### src/rghp_pkg.sv
package rghp_pkg;

    localparam int SLOTS_DEF        = 64;
    localparam int GEN_BITS_DEF     = 16;
    localparam int PAYLOAD_BITS_DEF = 32;
    localparam int REFS_BITS        = 16;

    typedef enum logic [2:0] {
        OP_ACQUIRE = 3'd0,
        OP_GET     = 3'd1,
        OP_ADDREF  = 3'd2,
        OP_RELEASE = 3'd3,
        OP_CLEAR   = 3'd4
    } t_op;

    typedef enum logic [2:0] {
        ST_DONE    = 3'd0,
        ST_CREATED = 3'd1,
        ST_INVALID = 3'd2,
        ST_FULL    = 3'd3,
        ST_FREED   = 3'd4
    } t_status;

    typedef enum logic [1:0] {
        FSM_IDLE   = 2'd0,
        FSM_LOOKUP = 2'd1,
        FSM_UPDATE = 2'd2
    } t_fsm;

    typedef struct packed {
        logic [2:0]  op;
        logic [63:0] lookup_key;
        logic [31:0] new_payload;
        logic        handle_null;
        logic [5:0]  handle_index;
        logic [15:0] handle_generation;
    } t_in_word;

    typedef struct packed {
        logic [2:0]  status;
        logic [5:0]  out_index;
        logic [15:0] out_generation;
        logic [31:0] out_payload;
        logic [15:0] out_refs;
    } t_out_word;

    // Broadcast command from the controller to every cell.
    typedef struct packed {
        logic        wr;       // write target cell
        logic        clear;    // clear pool
        logic        inc;
        logic        dec;
        logic        alloc;
    } t_cell_cmd;

endpackage

### src/rghp_cell.sv
module rghp_cell #(
    parameter int GEN_BITS     = rghp_pkg::GEN_BITS_DEF,
    parameter int PAYLOAD_BITS = rghp_pkg::PAYLOAD_BITS_DEF
) (
    input  logic                            i_clk,
    input  logic                            i_rst_n,
    input  logic                            i_sel,
    input  logic                            i_used,
    input  rghp_pkg::t_cell_cmd             i_cmd,
    input  logic [63:0]                     i_key,
    input  logic [PAYLOAD_BITS-1:0]         i_payload,
    input  logic                            i_hit_in,
    output logic                            o_hit_out,
    output logic                            o_match,
    output logic [GEN_BITS-1:0]             o_gen,
    output logic [PAYLOAD_BITS-1:0]         o_payload,
    output logic [rghp_pkg::REFS_BITS-1:0]  o_refs
);

    localparam int RB = rghp_pkg::REFS_BITS;

    logic [63:0]           r_key;
    logic [PAYLOAD_BITS-1:0] r_payload;
    logic [RB-1:0]         r_refs;
    logic [GEN_BITS-1:0]   r_gen;
    logic                  w_live;

    assign w_live    = i_used && (r_refs != '0);
    assign o_match   = w_live && (r_key == i_key) && !i_hit_in;
    assign o_hit_out = i_hit_in || (w_live && (r_key == i_key));
    assign o_gen     = r_gen;
    assign o_payload = r_payload;
    assign o_refs    = r_refs;

    always_ff @(posedge i_clk) begin
        if (!i_rst_n) begin
            r_payload <= '0;
            r_refs    <= '0;
            r_gen     <= '0;
        end else if (i_cmd.clear) begin
            if (i_used) begin
                r_gen     <= r_gen + 1'b1;
                r_payload <= '0;
                r_refs    <= '0;
            end
        end else if (i_cmd.wr && i_sel) begin
            if (i_cmd.alloc) begin
                r_key     <= i_key;
                r_payload <= i_payload;
                r_refs    <= RB'(1);
            end else if (i_cmd.inc) begin
                if (r_refs != {RB{1'b1}}) begin
                    r_refs <= r_refs + 1'b1;
                end
            end else if (i_cmd.dec) begin
                r_refs <= r_refs - 1'b1;
                if (r_refs == RB'(1)) begin
                    r_gen     <= r_gen + 1'b1;
                    r_payload <= '0;
                end
            end
        end
    end

endmodule

### config.mk
export PLATFORM = sky130hd
export DESIGN_NAME = rghp_cell
export DESIGN_NICKNAME = d
export VERILOG_FILES = /design/src/rghp_pkg.sv /design/src/rghp_cell.sv
export SDC_FILE = /design/constraint.sdc
export NUM_CORES = 1
export LEC_CHECK = 0
export ABC_AREA = 1
export BUFFER_PORTS_ARGS = -buffer_cell sky130_fd_sc_hd__buf_2
export CELL_PAD_IN_SITES_DETAIL_PLACEMENT = 0
export CELL_PAD_IN_SITES_GLOBAL_PLACEMENT = 1
export CORE_MARGIN = 4
export CORE_UTILIZATION = 41
export DETAILED_ROUTE_END_ITERATION = 16
export PLACE_DENSITY = 0.94
export RECOVER_POWER = 25
export SYNTH_ARGS = -nofsm -noshare
export SYNTH_HDL_FRONTEND = slang
export SYNTH_SLANG_ARGS = --single-unit
### constraint.sdc
create_clock -name i_clk -period 21.5 [get_ports i_clk]
set_clock_uncertainty 0.1 [all_clocks]
set_input_delay 3.225 -clock i_clk [delete_from_list [all_inputs] [get_ports i_clk]]
set_output_delay 3.225 -clock i_clk [all_outputs]
set_load 0.005 [all_outputs]
Yosys cells after proc, flatten, opt, wreduce, memory -nomap -nowiden
Cells that the tools add are included.
{"block": "classes", "bitwise": 1, "eq_ne": 8, "n_reduce_logical": 17, "add_sub_neg": 3, "muxes": 21}
{"operator": "$mux W16", "count": 14}
{"operator": "$mux W32", "count": 7}
{"operator": "$eq A64 B64 Y1", "count": 1}
{"operator": "$add A16 B1 Y16 const B", "count": 2}
{"operator": "$eq A16 B1 Y1 const B", "count": 1}
{"operator": "$ne A16 B16 Y1 const B", "count": 1}
{"operator": "$reduce_bool A16 Y1", "count": 1}
{"operator": "$sub A16 B1 Y16 const B", "count": 1}
{"operator": "$reduce_and A4 Y1", "count": 2}
{"operator": "$reduce_and A6 Y1", "count": 1}
{"operator": "$reduce_bool A2 Y1", "count": 3}
{"operator": "$reduce_bool A3 Y1", "count": 2}
{"operator": "$reduce_and A5 Y1", "count": 1}
{"operator": "$logic_and A1 B1 Y1", "count": 4}
{"operator": "$ne A2 B1 Y1 const B", "count": 2}
{"operator": "$ne A4 B2 Y1 const B", "count": 1}
{"operator": "$reduce_bool A4 Y1", "count": 1}
{"operator": "$ne A3 B2 Y1 const B", "count": 1}
{"operator": "$ne A2 B2 Y1 const B", "count": 1}
{"operator": "$logic_not A1 Y1", "count": 1}
{"operator": "$logic_or A1 B1 Y1", "count": 1}
{"operator": "$not A1 Y1", "count": 1}
{"block": "totals", "in_bits": 106, "out_inout_bits": 66, "register_bits": 128, "elab_cells": 54}

Longest topological paths before layout
{"block": "depth", "depth_word": 7, "depth_mapped": 13, "ltp_nobuf": 12}

Worst setup path after synthesis
Ideal clock, no wire load.
{"block": "synth_path", "path_kind": "input port to flip-flop", "start": "input i_cmd[3] (netlist bit)", "end": "register r_key[0] (enable)", "stages": 3, "slack_ps": 11023, "t_required_ps": 20755, "arrival_time_ps": 9733, "cell_sequence": "buf_4 > clkbuf_1 > nor4_1"}
{"block": "synth_via", "elab_chain_len": 2}
{"element": "from (decl)", "line": "rghp_cell.sv:9", "text": "input rghp_pkg::t_cell_cmd i_cmd,"}
{"element": "$not A1 Y1 (no source line)"}
{"element": "$reduce_and A4 Y1 (no source line)"}
{"element": "to (signal assigned)", "line": "rghp_cell.sv:48", "text": "r_key <= i_key;"}
{"element": "to (decl)", "line": "rghp_cell.sv:22", "text": "logic [63:0] r_key;"}
No other way between the ends.
A chain may end at the register's enable or synchronous reset.

Worst setup path after layout
{"block": "layout_path", "start": "input i_key[7]", "end": "output o_match"}
{"block": "layout_via", "elab_chain_len": 3}
{"element": "from (decl)", "line": "rghp_cell.sv:10", "text": "input logic [63:0] i_key,"}
{"element": "$eq A64 B64 Y1", "line": "rghp_cell.sv:29", "text": "assign o_match = w_live && (r_key == i_key) && !i_hit_in;"}
{"element": "$logic_and A1 B1 Y1 (2 in a row)", "line": "rghp_cell.sv:29"}
{"element": "to (decl)", "line": "rghp_cell.sv:14", "text": "output logic o_match,"}
No other way between the ends.

==> results.ini <==
[global_routing]
grt_max_degree=65
gr-total-overflow=0
grt_pass1_vias=5659
grt_pass1_wl_mm=27.4
grt_util_all_layers=0.186
antenna_found_initial=0

[worst_setup_path]
crit_chain=clkbuf_1, inv_1, nand2_1, nand2_1, nor2_1, nand2_1, nor2_1, nand2_1, nor2_1, nand3_1, nor2_1, buf_2
cpLargestDelayFamily=simple AND/OR/NAND/NOR gates
critPathKind=primary input to output pin
setup.worst_path.end_class=output pin
cp.required_ps=18180
cp_num_cells=12
crit_buf_inv=3
cp.arrival_ps=4370
critPathMaxStageDelay_ps=180
cp_slowest_cell=nor2_1
cp_max_fo=3
critical_path.startpoint_type=primary input
r2r_cells=9

[placement]
portBuffers=171
hpwl_mm=11.8
place.gp.congestion=0.800

[layout]
fill_cells=1624
nNetsFinal=1204
diodes=0
area_growth_pct=22.8
final_layout_size_suffix_gt1_frac=0.147

[die]
io_pins=172
die_w_um=136
die_h_um=136
start_util=0.419
num_rows=46
dieArea_sq_um=18400
core_area_sq_um=15900

[timing]
rsz0062_at_grt=false
hold_viol_final=0
relSlewSlack=0.464
timing.final.crit_share=0.358
fin_setup_tns_ps=0
setup_violations=0
tightest_slew_ps=803
fin_crit_ps=7690
max_clock_freq_mhz=130
slew_violations=0

[synth]
ys_async_sr_fraction=0
synthCells=930
syn_nets=1040
synth_cell_type_count=30
yosysWarnings=0
synth-edff-count=64
synth_ff_type=edfxtp_1
synth-seq-cells=128
seq_area_frac_synth=0.480
syn_area_sq_um=6680
avgSynthCellArea_sq_um=7.18

[worst_hold_path]
min_delay_path_depth=2
min_path_type=flop to flop

[detailed_routing]
detail-route-antenna-nets=0
drtPass1Iterations=5
drtIter0Drc=330
via_per_inst=4.58
drcViolationCount=0
drt-total-wl_mm=16.6
vias=6058
drt-wirelength-per-cell_um=12.6

[pwr]
peakVddDrop_mv=0.0563
power_mw=0.640
power_density_nw_per_um2=78.1
p_leak_nw=3.78

[clocking]
cts.sinks=128
cts_root_buffer=clkbuf_16
clk_path_buf_depth=2
numCtsBuffers=17
cts_tree=yes
h-tree-depth=4
cts_resized=0
post-cts-setup-buffers=0
clkLatencyLatePin_ps=410
hold_buffers=0
clkTransAtPathRegs_ps=50

[status]
status=completed

[job]
cap_violations=0

registers in the layout (all words and copies together) (netlist names):
signal and cells:
r_key 64, o_payload 32, o_gen 16, o_refs 16
Yosys cell counts (4+ instances only):
cell type	number	area [sq um]
a21oi_1	33	165
buf_2	6	30.0
buf_6	5	56.3
clkbuf_1	11	41.3
dfxtp_1	64	1280
edfxtp_1	64	1920
ha_1	4	50.1
inv_1	115	432
inv_2	8	30.0
nand2_1	271	1020
nand3_1	32	160
nand4_1	7	43.8
nor2_1	196	736
nor2_2	4	25.0
nor3_1	8	40.0
o21ai_0	52	260
o21ai_1	8	40.0
xnor2_1	16	140
xor2_1	9	78.8
cell type report:
type | count | area (sq um) | share of cell area
tap | 216 | 270 | 0.0330
timing repair buffer | 172 | 791 | 0.0964
clock inverter | 13 | 160 | 0.0195
clock buffer | 19 | 453 | 0.0552
inverter | 124 | 467 | 0.0569
multi-input combinational | 651 | 2860 | 0.348
sequential | 128 | 3200 | 0.391
routing by layer:
layer,global-route usage,vias up,routed length (um)
li1,-,3223,-
met1,0.251,2651,7710
met2,0.286,176,7360
met3,0.0676,8,1480
met4,0.0454,0,94
met5,0,-,0
cells in the final DEF (no fill, tap or decap), types with 2 or more instances in the layout:
| master | synthesis | final |
|---|---|---|
| ha_1 | 4 | 4 |
| nor2_1 | 196 | 196 |
| xor2_1 | 9 | 9 |
| buf_2 | 6 | 113 |
| dfxtp_1 | 64 | 64 |
| clkbuf_8 | 0 | 2 |
| nand3_1 | 32 | 32 |
| nor3_1 | 8 | 8 |
| o21ai_0 | 52 | 52 |
| nand2_1 | 271 | 271 |
| inv_1 | 115 | 115 |
| inv_2 | 8 | 8 |
| clkinv_4 | 0 | 4 |
| edfxtp_1 | 64 | 64 |
| bufinv_16 | 0 | 3 |
| nand3b_1 | 3 | 3 |
| nand4_1 | 7 | 7 |
| a21oi_1 | 33 | 33 |
| clkbuf_16 | 0 | 17 |
| nor2_2 | 4 | 4 |
| clkinv_2 | 1 | 4 |
| o21ai_1 | 8 | 8 |
| xnor2_1 | 16 | 16 |
| o22ai_1 | 2 | 2 |
| clkbuf_1 | 11 | 58 |
kinds of logic after synthesis:
family	share of synthesized area
AO/OA/AOI/OAI	0.0740
buffers and inverters	0.0939
flip-flops	0.480
adder cells (fa/ha/maj)	0.00749
AND/OR/NAND/NOR	0.312
XOR/XNOR	0.0328
worst paths after layout:
| kind | from | endpoint | slack (ps) |
|---|---|---|---|
| max | i_key[7] | o_match | 13810 |
| min | o_payload[26] | o_payload[26] | 380 |
| max reg2reg | o_refs[7] | o_payload[30] | 18970 |
| min reg2reg | o_payload[26] | o_payload[26] | 380 |
power by group:
part	internal [mW]	switching [mW]
registers	0.265	0.00659
clock network	0.188	0.110
logic	0.0268	0.0432
through the flow:
stage                     area [sq um]   util  cells  hold slack (ps)  setup WS, ps
after floorplan                   6680      -    930              374         11020
after global placement            7660  0.480   1291              356         13840
after detailed placement          7660  0.480   1291              366         13830
after CTS                         8270  0.519   1323              380         13820
after global routing              8200  0.514   1323              404         13620
final                             8200  0.514   1323              376         13810
worst min-delay path, stage by stage (launching register included):
cell and delay (ps):
dfxtp_1 320, nor2_1 40, nor2_1 80
(Power assumes the default switching activity.)
