**src/rghp_pkg.sv**
```systemverilog
package rghp_pkg;

    localparam int SLOTS_DEF        = 64;
    localparam int GEN_BITS_DEF     = 16;
    localparam int PAYLOAD_BITS_DEF = 32;
    localparam int REFS_BITS        = 16;

    typedef enum logic [2:0] {
        OP_ACQUIRE = 3'd0,
        OP_GET     = 3'd1,
        OP_ADDREF  = 3'd2,
        OP_RELEASE = 3'd3,
        OP_CLEAR   = 3'd4
    } t_op;

    typedef enum logic [2:0] {
        ST_DONE    = 3'd0,
        ST_CREATED = 3'd1,
        ST_INVALID = 3'd2,
        ST_FULL    = 3'd3,
        ST_FREED   = 3'd4
    } t_status;

    typedef enum logic [1:0] {
        FSM_IDLE   = 2'd0,
        FSM_LOOKUP = 2'd1,
        FSM_UPDATE = 2'd2
    } t_fsm;

    typedef struct packed {
        logic [2:0]  op;
        logic [63:0] lookup_key;
        logic [31:0] new_payload;
        logic        handle_null;
        logic [5:0]  handle_index;
        logic [15:0] handle_generation;
    } t_in_word;

    typedef struct packed {
        logic [2:0]  status;
        logic [5:0]  out_index;
        logic [15:0] out_generation;
        logic [31:0] out_payload;
        logic [15:0] out_refs;
    } t_out_word;

    // Broadcast command from the controller to every cell.
    typedef struct packed {
        logic        wr;       // write target cell
        logic        clear;    // clear pool
        logic        inc;
        logic        dec;
        logic        alloc;
    } t_cell_cmd;

endpackage

```
**src/rghp_ctrl.sv**
```systemverilog
module rghp_ctrl #(
    parameter int SLOTS        = rghp_pkg::SLOTS_DEF,
    parameter int GEN_BITS     = rghp_pkg::GEN_BITS_DEF,
    parameter int PAYLOAD_BITS = rghp_pkg::PAYLOAD_BITS_DEF
) (
    input  logic                          i_clk,
    input  logic                          i_rst_n,
    input  logic                          i_start,
    input  rghp_pkg::t_in_word            i_word,
    input  logic                          i_hit,
    input  logic [$clog2(SLOTS)-1:0]      i_hit_idx,
    input  logic [GEN_BITS-1:0]           i_sel_gen,
    input  logic [PAYLOAD_BITS-1:0]       i_sel_payload,
    input  logic [rghp_pkg::REFS_BITS-1:0] i_sel_refs,
    output logic                          o_busy,
    output rghp_pkg::t_in_word            o_word,
    output logic [$clog2(SLOTS)-1:0]      o_target,
    output logic [$clog2(SLOTS):0]        o_used_mark,
    output rghp_pkg::t_cell_cmd           o_cmd,
    output logic                          o_valid,
    output rghp_pkg::t_out_word           o_result
);

    localparam int IW = $clog2(SLOTS);
    localparam int RB = rghp_pkg::REFS_BITS;

    rghp_pkg::t_fsm      r_state, n_state;
    rghp_pkg::t_in_word  r_word;
    logic [IW-1:0]       r_target, n_target;
    logic [IW:0]         r_used, n_used;
    logic [IW:0]         r_depth, n_depth;
    logic [2:0]          r_stat, n_stat;
    logic                r_blank, n_blank;
    logic                r_valid, n_valid;
    logic [IW-1:0]       r_stack [SLOTS];
    logic [IW-1:0]       r_pop;
    logic                w_push;
    logic [IW:0]         w_hidx;
    logic                w_hok;
    rghp_pkg::t_op       w_op;

    assign w_op   = rghp_pkg::t_op'(r_word.op);
    assign w_hidx = (IW + 1)'(r_word.handle_index);
    assign w_hok  = !r_word.handle_null && (w_hidx < r_used)
                    && ((IW + 1) >= 7 || r_word.handle_index < 6'(SLOTS))
                    && (16'(i_sel_gen) == r_word.handle_generation)
                    && (i_sel_refs != '0);

    always_ff @(posedge i_clk) begin
        if (r_depth != '0) begin
            r_pop <= r_stack[r_depth[IW-1:0] - 1'b1];
        end
        if (w_push) begin
            r_stack[r_depth[IW-1:0]] <= n_target;
        end
    end

    always_comb begin
        n_state  = r_state;
        n_target = r_target;
        n_used   = r_used;
        n_depth  = r_depth;
        n_stat   = r_stat;
        n_blank  = r_blank;
        n_valid  = 1'b0;
        w_push   = 1'b0;
        o_cmd    = '0;
        case (r_state)
            rghp_pkg::FSM_IDLE: begin
                if (i_start) begin
                    n_state = rghp_pkg::FSM_LOOKUP;
                end
            end
            rghp_pkg::FSM_LOOKUP: begin
                n_state = rghp_pkg::FSM_UPDATE;
                n_blank = 1'b0;
                case (w_op)
                    rghp_pkg::OP_ACQUIRE: begin
                        if (i_hit) begin
                            n_target = i_hit_idx;
                            n_stat   = rghp_pkg::ST_DONE;
                        end else if (r_depth != '0) begin
                            n_target = r_pop;
                            n_depth  = r_depth - 1'b1;
                            n_stat   = rghp_pkg::ST_CREATED;
                        end else if (r_used < (IW + 1)'(SLOTS)) begin
                            n_target = r_used[IW-1:0];
                            n_used   = r_used + 1'b1;
                            n_stat   = rghp_pkg::ST_CREATED;
                        end else begin
                            n_stat  = rghp_pkg::ST_FULL;
                            n_blank = 1'b1;
                        end
                    end
                    rghp_pkg::OP_GET, rghp_pkg::OP_ADDREF, rghp_pkg::OP_RELEASE: begin
                        n_target = r_word.handle_index[IW-1:0];
                        if (!w_hok) begin
                            n_stat  = rghp_pkg::ST_INVALID;
                            n_blank = 1'b1;
                        end else if (w_op == rghp_pkg::OP_RELEASE && i_sel_refs == RB'(1)) begin
                            n_stat = rghp_pkg::ST_FREED;
                        end else begin
                            n_stat = rghp_pkg::ST_DONE;
                        end
                    end
                    rghp_pkg::OP_CLEAR: begin
                        n_stat  = rghp_pkg::ST_DONE;
                        n_blank = 1'b1;
                        n_depth = '0;
                        n_used  = '0;
                        o_cmd.clear = 1'b1;
                    end
                    default: begin
                        n_stat  = rghp_pkg::ST_INVALID;
                        n_blank = 1'b1;
                    end
                endcase
                if (!n_blank) begin
                    o_cmd.wr    = 1'b1;
                    o_cmd.alloc = (w_op == rghp_pkg::OP_ACQUIRE) && !i_hit;
                    o_cmd.inc   = (w_op == rghp_pkg::OP_ACQUIRE && i_hit)
                                  || (w_op == rghp_pkg::OP_ADDREF);
                    o_cmd.dec   = (w_op == rghp_pkg::OP_RELEASE);
                end
                if (!n_blank && w_op == rghp_pkg::OP_RELEASE && i_sel_refs == RB'(1)) begin
                    w_push = 1'b1;
                    n_depth = r_depth + 1'b1;
                end
            end
            rghp_pkg::FSM_UPDATE: begin
                n_valid = 1'b1;
                n_state = rghp_pkg::FSM_IDLE;
            end
            default: begin
                n_state = rghp_pkg::FSM_IDLE;
            end
        endcase
    end

    always_ff @(posedge i_clk) begin
        if (!i_rst_n) begin
            r_state <= rghp_pkg::FSM_IDLE;
            r_used  <= '0;
            r_depth <= '0;
            r_valid <= 1'b0;
        end else begin
            r_state <= n_state;
            r_used  <= n_used;
            r_depth <= n_depth;
            r_valid <= n_valid;
        end
    end

    always_ff @(posedge i_clk) begin
        if (r_state == rghp_pkg::FSM_IDLE && i_start) begin
            r_word <= i_word;
        end
        r_target <= n_target;
        r_stat   <= n_stat;
        r_blank  <= n_blank;
    end

    assign o_busy      = (r_state != rghp_pkg::FSM_IDLE);
    assign o_word      = r_word;
    assign o_target    = (r_state == rghp_pkg::FSM_LOOKUP) ? n_target : r_target;
    assign o_used_mark = r_used;
    assign o_valid     = r_valid;

    always_comb begin
        o_result        = '0;
        o_result.status = r_stat;
        if (!r_blank) begin
            o_result.out_index      = 6'(r_target);
            o_result.out_generation = 16'(i_sel_gen);
            o_result.out_payload    = 32'(i_sel_payload);
            o_result.out_refs       = i_sel_refs;
        end
    end

endmodule

```
**config.mk**
```make
export PLATFORM = sky130hd
export DESIGN_NAME = rghp_ctrl
export DESIGN_NICKNAME = d
export VERILOG_FILES = /design/src/rghp_pkg.sv /design/src/rghp_ctrl.sv
export SDC_FILE = /design/constraint.sdc
export NUM_CORES = 1
export LEC_CHECK = 0
export BUFFER_PORTS_ARGS = -buffer_cell sky130_fd_sc_hd__buf_2
export CORE_ASPECT_RATIO = 1.25
export CORE_MARGIN = 2
export CORE_UTILIZATION = 50
export CTS_BUF_LIST = sky130_fd_sc_hd__clkbuf_4 sky130_fd_sc_hd__clkbuf_8 sky130_fd_sc_hd__clkbuf_16
export DETAILED_ROUTE_END_ITERATION = 8
export GPL_ROUTABILITY_DRIVEN = 0
export PLACE_DENSITY = 0.72
export SETUP_SLACK_MARGIN = 0.5
export SYNTH_ARGS = -nofsm -noshare
export SYNTH_HDL_FRONTEND = slang
export SYNTH_SLANG_ARGS = --single-unit
export TNS_END_PERCENT = 100
```
**constraint.sdc**
```tcl
create_clock -name i_clk -period 6.05 [get_ports i_clk]
set_input_delay 0.9075 -clock i_clk [delete_from_list [all_inputs] [get_ports i_clk]]
set_output_delay 0.9075 -clock i_clk [all_outputs]
set_load 0.02 [all_outputs]
```
## After elaboration in Yosys (flattened, before gate mapping)

Memories as Yosys holds them, arrays and structs flattened. A register that Yosys moved wholly into a read port is not among the register bits.
Index checks and enable logic that the tools add are counted.

- Reductions and logical operators: 23
- Muxes and demuxes: 38
- Order comparisons: 2
- $add $sub $neg: 4
- Equal/unequal tests: 14

Operators by type and width:

| operator | number |
|---|---|
| $mux W70 | 1 |
| $mux W7 | 6 |
| $mux W6 | 5 |
| $pmux W7 S2 | 2 |
| $eq A16 B1 Y1 const B | 1 |
| $eq A16 B16 Y1 | 1 |
| $reduce_bool A16 Y1 | 1 |
| $add A7 B1 Y7 const B | 2 |
| $mux W1 | 12 |
| $pmux W6 S2 | 1 |
| $logic_and A1 B1 Y1 | 9 |
| $mux W3 | 3 |
| $pmux W3 S3 | 1 |
| $mux W2 | 4 |
| $ne A2 B2 Y1 const B | 4 |
| $lt A6 B7 Y1 | 1 |
| $lt A7 B7 Y1 const B | 1 |
| $reduce_bool A7 Y1 | 1 |
| $sub A7 B1 Y7 const B | 1 |
| $eq A3 B2 Y1 const B | 2 |
| $ne A3 B2 Y1 const B | 2 |
| $sub A6 B1 Y6 const B | 1 |
| $mux W5 | 1 |
| $reduce_and A5 Y1 | 1 |
| 14 further kinds | 17 |

- Logic and storage cells: 95
- Input port bits: 196
- Bits in registers: 149
- Output and inout bits: 215
- Memories kept: 1
- Memory bits (writable): 384

Memories:

| name | depth | bits a word | read ports | clocked after Yosys merged registers in | wr ports | RTL line | text |
|---|---|---|---|---|---|---|---|
| r_stack | 64 | 6 | 1 | 1 | 1 | rghp_ctrl.sv:35 | `logic [IW-1:0] r_stack [SLOTS];` |

## Depth between registers and ports, before layout

- Depth in word-level cells: 14
- Depth in mapped cells: 12

## Worst setup path before layout

OpenSTA, ideal clock, no wires.

- Path kind: input -> register
- From: in i_start
- To: reg r_word, in the netlist o_word[0] (enable)
- Path buffers: 0
- Slack: -548 ps
- Arrival: 5992 ps
- Required time: 5444 ps
- Cell stages on the path: 2
- Library setup time: 606 ps
- Cell sequence: inv_1 -> nor2_1

- Longest elaborated chain between the ends: 1

Ends and longest elaborated chain:

| element | RTL line | text |
|---|---|---|
| from (decl) | rghp_ctrl.sv:8 | `input logic i_start,` |
| $logic_and A1 B1 Y1 | rghp_ctrl.sv:155 | `if (r_state == rghp_pkg::FSM_IDLE && i_start) begin` |
| to (signal assigned) | rghp_ctrl.sv:156 | `r_word <= i_word;` |
| to (decl) | rghp_ctrl.sv:28 | `rghp_pkg::t_in_word r_word;` |

Every way passes these cells.
A chain may end at the register's enable or synchronous reset.

## Final worst setup path

- From: in i_sel_refs[1] in the netlist's numbering
- To: mem r_stack[30][5] in the netlist's numbering (enable)

- Longest elaborated chain between the ends: 12
- Elaborated cells on any way between the ends: 13
- Classes of those cells: eq/ne: 1; mux: 7; reduce/logical: 5

Ends and longest elaborated chain:

| element | RTL line | text |
|---|---|---|
| from (decl) | rghp_ctrl.sv:14 | `input logic [rghp_pkg::REFS_BITS-1:0] i_sel_refs,` |
| $reduce_bool A16 Y1 | rghp_ctrl.sv:47 | `&& (i_sel_refs != '0);` |
| $logic_and A1 B1 Y1 | rghp_ctrl.sv:47 |  |
| $mux W1 | rghp_ctrl.sv:97 | `if (!w_hok) begin` |
| $pmux W1 S2 | rghp_ctrl.sv:77 | `case (w_op)` |
| $mux W1 | rghp_ctrl.sv:68 | `case (r_state)` |
| $logic_not A1 Y1 | rghp_ctrl.sv:125 | `if (!n_blank && w_op == rghp_pkg::OP_RELEASE && i_sel_refs == RB'(1)) begin` |
| $logic_and A1 B1 Y1 | rghp_ctrl.sv:125 |  |
| $logic_and A1 B1 Y1 * | rghp_ctrl.sv:125 |  |
| $mux W1 * | rghp_ctrl.sv:125 |  |
| $mux W1 * | rghp_ctrl.sv:68 |  |
| $mux W1 * | rghp_ctrl.sv:53 | `if (w_push) begin` |
| $mux W1 (implied by the code) * | rghp_ctrl.sv:54 | `r_stack[r_depth[IW-1:0]] <= n_target;` |
| to (decl) | rghp_ctrl.sv:35 |  |

Every way passes the cells marked *; elsewhere a longest branch is shown, timed or not. The select of a mux whose other input is x is not followed.

==> impl_metrics.toml <==
[power_and_ir_drop]
p_per_area_nw_per_um2 = 330
peakVddDrop_uv = 229
leakage_nw = 8.95

[clock_network]
root_buffer = "clkbuf_16"
clk_latency_ns = 0.59
tritoncts = "built"
h-tree-depth = 2
numCtsBuffers = 50
clock_sinks = 539
post-cts-setup-buffer-count = 0
path_clk_slew_ns = 0.07
ctsHoldBuffers = 0
ctsResizeCount = 0
clk_path_buf_depth = 3

[floorplanning]
io_pins = 411
die_width_um = 188
initial_core_util_pct = 50.5
die_h_um = 234
core_area_um2 = 41900
row_count = 84
dieArea_um2 = 44000

[yosys]
netlist_area_um2 = 21200
netlist_instances = 1099
ys_async_sr_fraction_pct = 0
synth_cell_types = 48
yosys_warnings = 0
synth-edff-count = 516
yosys_register_bits = 539
ys_seq_area_share_pct = 75.3
synth.net_count = 1304
ys.flop_type = "edfxtp_1"
synth.avg_cell_area_um2 = 19.3

[worst_setup_path]
worstPathArrival_ns = 4.86
reg2reg_setup_slack_ns = 1.83
r2r-start = "w_op[1]"
critPathLaunchType = "primary input"
cp_data_required_time_ns = 6.25
cp_max_fo = 18
regToRegEndpoint = "r_stack[30][5]"
reg2reg_depth = 6
crit_path_end_kind = "flop"
cp-startpoint = "i_sel_refs[1]"
path_class = "primary input to flop"

[layout]
layout_commonest_cell = "edfxtp_1"
stdcell_area_um2 = 25800
final-seq-area_um2 = 16000
final_cell_mix = "edfxtp_1, buf_2, mux4_2"
nFillCells = 3025
finish.net_count = 1730
multi_input_area_um2 = 5090
area_growth_pct = 21.7
drive_above_1_share_pct = 41.5

[global_routing]
grt_max_degree = 92
grt_usage_pct = 29.2
antenna_found_initial = 11
grt_pass1_vias = 12300
overflow = 0
grt_pass1_wl_mm = 90.5

[worst_hold_path]
hold_path_class = "primary input to flop"
min-delay-start = "i_word[66]"
min_to = "o_word[66]"
holdPathStages = 1

[route]
vias = 12600
wl_per_cell_um = 30.7
dr.pass1.iters = 5
viasPerCell = 5.92
drt_iter0_markers = 1242
route.detailed.drc = 0
ant_nets = 0
totalWireLength_mm = 65.4

[timing]
rsz0062_at_grt = "false"
post-route-period-util_pct = 76.9
finalHoldViolCount = 0
tns_ns = 0
period_needed_ns = 4.66
drv_slew = 0
setup_viol = 0
fmax_mhz = 215
clock-skew-final_ns = 0.0322
slew_headroom_pct = 28.2
tightest_slew_ns = 1.07

[run]
max_cap_viol_count = 0

[placement]
portBuffers = 410
dpl_cell_area_um2 = 24000
dp_hpwl_mm = 45.8

[run_status]
status = "finished, final reports clean"
-- where the power goes --
| group | internal [mW] | switching (mW) | leakage, nW |
|---|---|---|---|
| clock network | 1.93 | 1.41 | 0.850 |
| registers | 4.35 | 0.0530 | 4.88 |
| logic | 0.203 | 0.571 | 3.22 |
| total | 6.48 | 2.03 | 8.95 |
-- final cells by class --
cell class | instances | share of cell area [%]
Antenna cell | 7 | 0.0680
Clock buffer | 52 | 4.91
Sequential cell | 539 | 61.9
Inverter | 13 | 0.189
Tap cell | 559 | 2.71
Timing Repair Buffer | 428 | 8.54
Multi-Input combinational cell | 493 | 19.8
Clock inverter | 40 | 1.89
-- how the worst max path moves through the flow --
stage	endpoint	slack, ns	depth (start not counted)
6_report	r_stack[30][5]	1.39	8
4_1_cts	r_stack[30][3]	1.47	8
2_1_floorplan	o_target[0]	0.81	11
3_3_place_gp	r_stack[56][2]	1.05	8
5_1_grt	o_cmd[2]	1.28	10
3_5_place_dp	r_stack[16][3]	0.92	8
-- cell usage after synthesis, drive strengths merged (2+ instances only) --
cell type    n  area share, %
or3         15           0.44
a21boi       2          0.071
a21oi       19           0.45
and2         8           0.24
a31oi        8           0.24
o2bb2ai      2          0.083
o21ai        5           0.12
clkbuf      38           0.67
nor2        88            1.6
dfxtp       23            2.2
nor3         8           0.19
nor2b       80            2.4
xnor2       10           0.41
a22oi        6           0.21
nor4         7           0.28
nand4        5           0.15
nor3b        3           0.16
mux2i        9           0.43
buf         16           0.37
inv         13           0.23
and3         4           0.12
xor2        15           0.62
mux4       120             13
nand2b       3          0.089
a211oi       7           0.25
edfxtp     516             73
nand2       24           0.43
or2          3          0.089
o211ai       9           0.32
nand3       12           0.28
ha           9           0.53
-- worst max-delay path: stages --
cell and delay (ns):
buf_2 0.11, nor4_1 0.59, nand4_1 0.35, or4_4 0.59
nor4_4 0.88, nor3b_4 0.53, nand3_1 0.35, nor2_1 0.54
-- flip-flops by register name, indices dropped and copies added, names as in the netlist --
name	cells
w_op	3
r_stat	3
r_target	6
r_pop	6
o_word	119
r_blank	1
r_state	2
o_used_mark	7
o_valid	1
r_stack	384
r_depth	7
-- metrics by stage --
stage | total power [mW] | std cells | setup slack (ns) | util [%] | hold WS [ns]
after floorplan | 4.85 | 1099 | 0.807 | - | 0.475
after global placement | 5.25 | 2032 | 1.05 | 57.2 | 0.509
after detailed placement | 5.25 | 2032 | 0.922 | 57.2 | 0.513
after CTS | 8.55 | 2124 | 1.47 | 61.4 | 0.469
after global routing | 8.72 | 2125 | 1.28 | 61.4 | 0.479
final | 8.51 | 2131 | 1.39 | 61.4 | 0.488
-- kinds of logic (layout without fill, tap and decap cells) --
| family | after synthesis | in the layout | synth area share [%] |
|---|---|---|---|
| simple gates | 265 | 265 | 6.59 |
| flops | 539 | 539 | 75.3 |
| xor+xnor | 25 | 25 | 1.03 |
| buf+inv | 67 | 533 | 1.27 |
| other cells | 0 | 7 | 0 |
| compound gates | 65 | 65 | 2.04 |
| mux | 129 | 129 | 13.2 |
| fa+ha+maj | 9 | 9 | 0.532 |
-- metal layers --
metal  global-route usage (%)  part of all wire, %  wire length (um)  up-vias
li1                         -                    -                 -     5239
met1                     38.5                   38             24600     6475
met2                     45.6                   46             30400      774
met3                     11.4                   13              8450      116
met4                     8.39                  2.9              1870       10
met5                        0                 0.11                74        -
No activity file was read; power rests on OpenSTA's default activity.
